`src/sv/sldf_pkg.sv`:
```
package sldf_pkg;

    localparam logic [7:0] SYNC_BYTE  = 8'hFF;
    localparam int         BYTE_W     = 8;
    localparam int         WORD_W     = 16;
    localparam int         M_TDATA_W  = 64;

    typedef struct packed {
        logic              is_frame_end;
        logic              checksum_good;
        logic [WORD_W-1:0] frame_length;
        logic [WORD_W-1:0] command_word;
        logic [WORD_W-1:0] payload_index;
        logic [BYTE_W-1:0] payload_byte;
    } result_t;

    localparam int RES_DATA_W = $bits(result_t) - 1;

endpackage

```
`src/sv/sync_length_checksum_deframer.sv`:
```
// Frame parser for a byte stream: FF FF cmd_lo cmd_hi len_lo len_hi payload checksum.
// Input channel s_*: one received byte per request in s_tdata.
// Result channel m_*: one request per payload byte (m_tuser = 0) carrying the byte,
// its index, the command and the length; one request per frame end (m_tuser = 1)
// carrying the command, the length and the checksum match flag. Sync, header
// and dropped bytes produce no result.
// Each result is registered, in the skid register if the result register is held.
// Throughput: one byte per cycle while s_tready is high; the parser state update
// (phase, counter and 8-bit sum) is combinational logic before the result register.
// A two-entry output stage (result register plus skid register) lets a byte be
// accepted while a result waits; s_tready falls only when both entries are full,
// so a stalled receiver backs up the sender one result-producing byte later.
// Reset (aresetn low, synchronous): parser returns to hunting for the first
// sync byte and both output entries are emptied.
module sync_length_checksum_deframer
    import sldf_pkg::*;
(
    input  logic                 aclk,
    input  logic                 aresetn,
    input  logic                 s_tvalid,
    output logic                 s_tready,
    input  logic [BYTE_W-1:0]    s_tdata,   // [7:0] rx_byte
    output logic                 m_tvalid,
    input  logic                 m_tready,
    output logic [M_TDATA_W-1:0] m_tdata,   // [7:0] payload_byte, [23:8] payload_index,
                                            // [39:24] command_word, [55:40] frame_length,
                                            // [56] checksum_good, zero above
    output logic                 m_tuser    // [0] is_frame_end
);

    typedef enum logic [2:0] {
        PH_HUNT1, PH_HUNT2, PH_CMD_LO, PH_CMD_HI,
        PH_LEN_LO, PH_LEN_HI, PH_PAYLOAD, PH_CHECK
    } phase_t;

    phase_t             phase_reg, phase_next;
    logic [WORD_W-1:0]  command_reg, command_next;
    logic [WORD_W-1:0]  length_reg, length_next;
    logic [WORD_W-1:0]  count_reg, count_next;
    logic [BYTE_W-1:0]  sum_reg, sum_next;
    result_t            out_reg, skid_reg, res;
    logic               out_valid_reg, skid_valid_reg;
    logic               res_valid;
    logic               s_accept, m_take;

    assign s_tready = !skid_valid_reg;
    assign s_accept = s_tvalid && s_tready;
    assign m_tvalid = out_valid_reg;
    assign m_take   = out_valid_reg && m_tready;
    assign m_tuser  = out_reg.is_frame_end;
    assign m_tdata  = {{(M_TDATA_W - RES_DATA_W){1'b0}}, out_reg[RES_DATA_W-1:0]};

    always_comb begin
        phase_next        = phase_reg;
        command_next      = command_reg;
        length_next       = length_reg;
        count_next        = count_reg;
        sum_next          = sum_reg;
        res_valid         = 1'b0;
        res.is_frame_end  = 1'b0;
        res.checksum_good = 1'b0;
        res.frame_length  = length_reg;
        res.command_word  = command_reg;
        res.payload_index = count_reg;
        res.payload_byte  = s_tdata;
        unique case (phase_reg)
            PH_HUNT1: begin
                count_next = '0;
                sum_next   = '0;
                phase_next = (s_tdata == SYNC_BYTE) ? PH_HUNT2 : PH_HUNT1;
            end
            PH_HUNT2: begin
                phase_next = (s_tdata == SYNC_BYTE) ? PH_CMD_LO : PH_HUNT1;
            end
            PH_CMD_LO: begin
                command_next = {{(WORD_W - BYTE_W){1'b0}}, s_tdata};
                phase_next   = PH_CMD_HI;
            end
            PH_CMD_HI: begin
                command_next = {s_tdata, command_reg[BYTE_W-1:0]};
                phase_next   = PH_LEN_LO;
            end
            PH_LEN_LO: begin
                length_next = {{(WORD_W - BYTE_W){1'b0}}, s_tdata};
                phase_next  = PH_LEN_HI;
            end
            PH_LEN_HI: begin
                length_next = {s_tdata, length_reg[BYTE_W-1:0]};
                count_next  = '0;
                sum_next    = '0;
                phase_next  = (length_next == '0) ? PH_CHECK : PH_PAYLOAD;
            end
            PH_PAYLOAD: begin
                res_valid  = 1'b1;
                sum_next   = sum_reg + s_tdata;
                count_next = count_reg + 1'b1;
                if (count_next == length_reg) begin
                    phase_next = PH_CHECK;
                end
            end
            PH_CHECK: begin
                res_valid         = 1'b1;
                res.is_frame_end  = 1'b1;
                res.checksum_good = (sum_reg == s_tdata);
                res.payload_index = '0;
                res.payload_byte  = '0;
                count_next        = '0;
                sum_next          = '0;
                phase_next        = PH_HUNT1;
            end
            default: begin
                phase_next = PH_HUNT1;
            end
        endcase
    end

    always_ff @(posedge aclk) begin
        if (!aresetn) begin
            phase_reg      <= PH_HUNT1;
            command_reg    <= '0;
            length_reg     <= '0;
            count_reg      <= '0;
            sum_reg        <= '0;
            out_valid_reg  <= 1'b0;
            skid_valid_reg <= 1'b0;
        end else begin
            if (s_accept) begin
                phase_reg   <= phase_next;
                command_reg <= command_next;
                length_reg  <= length_next;
                count_reg   <= count_next;
                sum_reg     <= sum_next;
            end
            if (m_take && skid_valid_reg) begin
                out_reg        <= skid_reg;
                skid_valid_reg <= 1'b0;
            end else if (s_accept && res_valid) begin
                if (!out_valid_reg || m_take) begin
                    out_reg       <= res;
                    out_valid_reg <= 1'b1;
                end else begin
                    skid_reg       <= res;
                    skid_valid_reg <= 1'b1;
                end
            end else if (m_take) begin
                out_valid_reg <= 1'b0;
            end
        end
    end

    a_skid_needs_out: assert property (@(posedge aclk) disable iff (!aresetn)
        skid_valid_reg |-> out_valid_reg)
        else $error("skid entry held while result register empty");

    a_end_clears_payload: assert property (@(posedge aclk) disable iff (!aresetn)
        (m_tvalid && out_reg.is_frame_end) |->
        (out_reg.payload_byte == '0 && out_reg.payload_index == '0))
        else $error("frame end carries payload fields");

    a_index_in_range: assert property (@(posedge aclk) disable iff (!aresetn)
        (m_tvalid && !out_reg.is_frame_end) |->
        (out_reg.payload_index < out_reg.frame_length))
        else $error("payload index beyond frame length");

    a_check_follows_payload: assert property (@(posedge aclk) disable iff (!aresetn)
        (s_accept && phase_reg == PH_CHECK) |=> (phase_reg == PH_HUNT1))
        else $error("parser did not return to hunting after checksum");

    a_stall_holds_result: assert property (@(posedge aclk) disable iff (!aresetn)
        (m_tvalid && !m_tready) |=> (m_tvalid && $stable(m_tdata) && $stable(m_tuser)))
        else $error("stalled result changed");

endmodule

```
`config.mk`:
```
export PLATFORM = sky130hd
export DESIGN_NAME = sync_length_checksum_deframer
export DESIGN_NICKNAME = d
export VERILOG_FILES = /design/src/sv/sldf_pkg.sv /design/src/sv/sync_length_checksum_deframer.sv
export SDC_FILE = /design/constraint.sdc
export NUM_CORES = 1
export LEC_CHECK = 0
export BUFFER_PORTS_ARGS = -buffer_cell sky130_fd_sc_hd__buf_2
export CAP_MARGIN = 10
export CORE_MARGIN = 1.5
export CORE_UTILIZATION = 60
export CTS_BUF_LIST = sky130_fd_sc_hd__clkbuf_2 sky130_fd_sc_hd__clkbuf_4 sky130_fd_sc_hd__clkbuf_8
export CTS_CLUSTER_DIAMETER = 200
export CTS_CLUSTER_SIZE = 20
export DETAILED_ROUTE_END_ITERATION = 8
export GPL_ROUTABILITY_DRIVEN = 0
export PLACE_DENSITY = 0.81
export SKIP_CTS_REPAIR_TIMING = 1
export SYNTH_ARGS = -nofsm -noshare
export SYNTH_HDL_FRONTEND = slang
export SYNTH_SLANG_ARGS = --single-unit
```
`constraint.sdc`:
```
create_clock -name aclk -period 19.1 [get_ports aclk]
set_input_delay 0 -clock aclk [delete_from_list [all_inputs] [get_ports aclk]]
set_output_delay 0 -clock aclk [all_outputs]
set_load 0.02 [all_outputs]
```
==> results.sh <==
export IMPL_status="finished, violations left"
export IMPL_violations="hold timing"
export IMPL_critical_path_class="reg -> reg"
export IMPL_routed_wl_mm=15.9
export IMPL_cts_tree="built"
export IMPL_clkTransAtPathRegs_ns=0.09
export IMPL_slew_headroom_pct=23.3
export IMPL_fin_cells=898
export IMPL_drt_iter0_drc=470
export IMPL_mostFrequentLayoutCells="edfxtp_1, buf_2, dfxtp_1, mux2_2, nand2_1"
export IMPL_netlist_area_leader_share_pct=44.3
export IMPL_power_density_nw_per_um2=79.0
export IMPL_grtUsageTotal_pct=23.4
export IMPL_clock_sinks=177
export IMPL_crit_path_end_kind="register"
export IMPL_numCtsBuffers=17
export IMPL_final_layout_size_suffix_gt1_share_pct=24.8
export IMPL_place_inst=858
export IMPL_dr_total_vias=5252
export IMPL_cts_root_buf="clkbuf_8"
export IMPL_largest_reg_flops=58
export IMPL_skew_ns=0.00818
export IMPL_cts_buffer_depth=2
export IMPL_antenna_cells=0
export IMPL_final_hold_viol_count=1
export IMPL_drv_cap=0
export IMPL_synth_largest_area_cell="edfxtp_1"
export IMPL_peakVddDrop_mv=0.0437
export IMPL_period_needed_ns=2.71
export IMPL_syn2layout_area_growth_pct=12.0
export IMPL_die_w_um=118
export IMPL_start_kind="register"
export IMPL_hold_path_class="in -> reg"
export IMPL_ys_warn_count=0
export IMPL_finalSetupViolations=0
export IMPL_start_util_pct=61.8
export IMPL_yosys_register_bits=177
export IMPL_grt_max_degree=68
export IMPL_ios=79
export IMPL_cp_slowest_cell="a21oi_4"
export IMPL_vias_per_cell=5.85
export IMPL_ctsHtreeMaxLevel=4
export IMPL_core_area_um2=12700
export IMPL_netlist_instances=645
export IMPL_yosys_cell_types_count=59
export IMPL_finalMaxSlewViolations=0
export IMPL_path_cells="nor2b_1, nand3_1, a21oi_4, buf_4"
export IMPL_dr_pass1_iters=6
export IMPL_avgSynthCellArea_um2=12.2
export IMPL_grt_remaining_overflow=0
export IMPL_row_count=41
export IMPL_synth_seq_area_share_pct=59.8
export IMPL_crit_fanout=36
export IMPL_fin_crit_sh_pct=14.2
export IMPL_clk_latency_ns=0.45
export IMPL_grt_antenna_before_repair=0
export IMPL_synth_area_leaders="edfxtp_1, dfxtp_1, mux2_2, a21boi_0, o21ai_0"
export IMPL_grt_pass1_vias=5050
export IMPL_grt_pass1_wl_mm=25.6
export IMPL_dpl_hpwl_mm=10.2
export IMPL_die_area_um2=13800
export IMPL_layout_commonest_cell="edfxtp_1"
export IMPL_fmax_mhz=369
export IMPL_max_stage_delay_ns=0.69
export IMPL_ant_nets=0
export IMPL_cp_buffers_inverters=1
export IMPL_drc=0
export IMPL_synth_edf_count=116
export IMPL_synthArstFlopShare_pct=0
export IMPL_portBuffers=71
export IMPL_netlist_area_um2=7870
export IMPL_ys_flop_type="edfxtp_1"
export IMPL_rsz0062_at_grt="no"
export IMPL_die_h_um=118
export IMPL_crit_arrival_ns=2.81
export IMPL_layout_nets=734
export IMPL_tns_ns=0
export IMPL_worst_slew_pin_slew_ns=1.15
export IMPL_critical_path_top_delay_family="simple AND/OR/NAND/NOR gates"
export IMPL_routedWlPerCell_um=17.7
export IMPL_p_leak_uw=0.00336
export IMPL_whs_ns=-0.00496
export IMPL_cp_data_required_time_ns=19.20
==> Yosys cell counts (3+ instances only) <==
cell	number
a21boi_0	36
a21o_1	5
a21oi_1	15
a22oi_1	7
a31oi_1	3
and2_1	34
and3_1	3
buf_4	10
clkbuf_1	25
dfxtp_1	61
edfxtp_1	116
ha_1	8
inv_1	10
mux2_2	56
nand2_1	52
nand3_1	21
nand4_1	6
nor2_1	24
nor2b_1	13
nor3_1	11
nor3b_1	4
nor4_1	6
o21ai_0	45
xnor2_1	24
xor2_1	7
==> worst paths after layout <==
| path | cells after the start | start | endpoint | slack, ns |
|---|---|---|---|---|
| max | 4 | skid_valid_reg | m_tdata[35] | 16.39 |
| min | 3 | m_tready | skid_valid_reg | -0.005 |
| max reg2reg | 4 | skid_valid_reg | m_tdata[35] | 16.39 |
| min reg2reg | 0 | command_reg[15] | skid_reg[39] | 0.46 |
==> stage by stage <==
| stage | power (uW) | setup WS [ns] | util [%] | cell area (um^2) |
|---|---|---|---|---|
| 2_1_floorplan | 422 | 11.70 | - | 7890 |
| 3_3_place_gp | 426 | 16.53 | 65.2 | 8300 |
| 3_5_place_dp | 427 | 16.34 | 65.2 | 8300 |
| 4_1_cts | 698 | 16.33 | 68.6 | 8730 |
| 5_1_grt | 715 | 16.13 | 69.3 | 8810 |
| 6_report | 696 | 16.39 | 69.3 | 8810 |
==> tightest hold or removal path, stage by stage <==
cell,delay [ns]
buf_2,0.13
inv_1,0.10
o221a_2,0.20
==> layer usage <==
layer / vias up / global-route usage [%] / routed length [um]
li1: 2470 / - / -
met1: 2532 / 32.3 / 6860
met3: 33 / 4.70 / 1160
met4: 0 / 10.7 / 355
met5: - / 0 / 0
met2: 217 / 36.2 / 7520
==> logic make-up after synthesis <==
logic type / share of synthesized area, %
multiplexers: 8.27
flip-flops: 59.8
other: 0.0477
adder cells (fa/ha/maj): 1.53
AO/OA/AOI/OAI: 10.2
AND/OR/NAND/NOR: 13.2
buffers and inverters: 3.43
XOR/XNOR: 3.45
==> layout make-up <==
cell class	instances	area [um^2]
Inverter	10	37.5
Tap cell	172	215
Fill cell	913	3910
Clock buffer	20	256
Sequential cell	177	4700
Multi-Input combinational cell	422	2940
Timing Repair Buffer	85	480
Clock inverter	12	180
==> power by group <==
part	switching, uW	internal (uW)	total, uW
combinational	10.6	5.79	16.4
sequential	0.00608	403	403
clock	129	147	277
(Power assumes the default switching activity.)
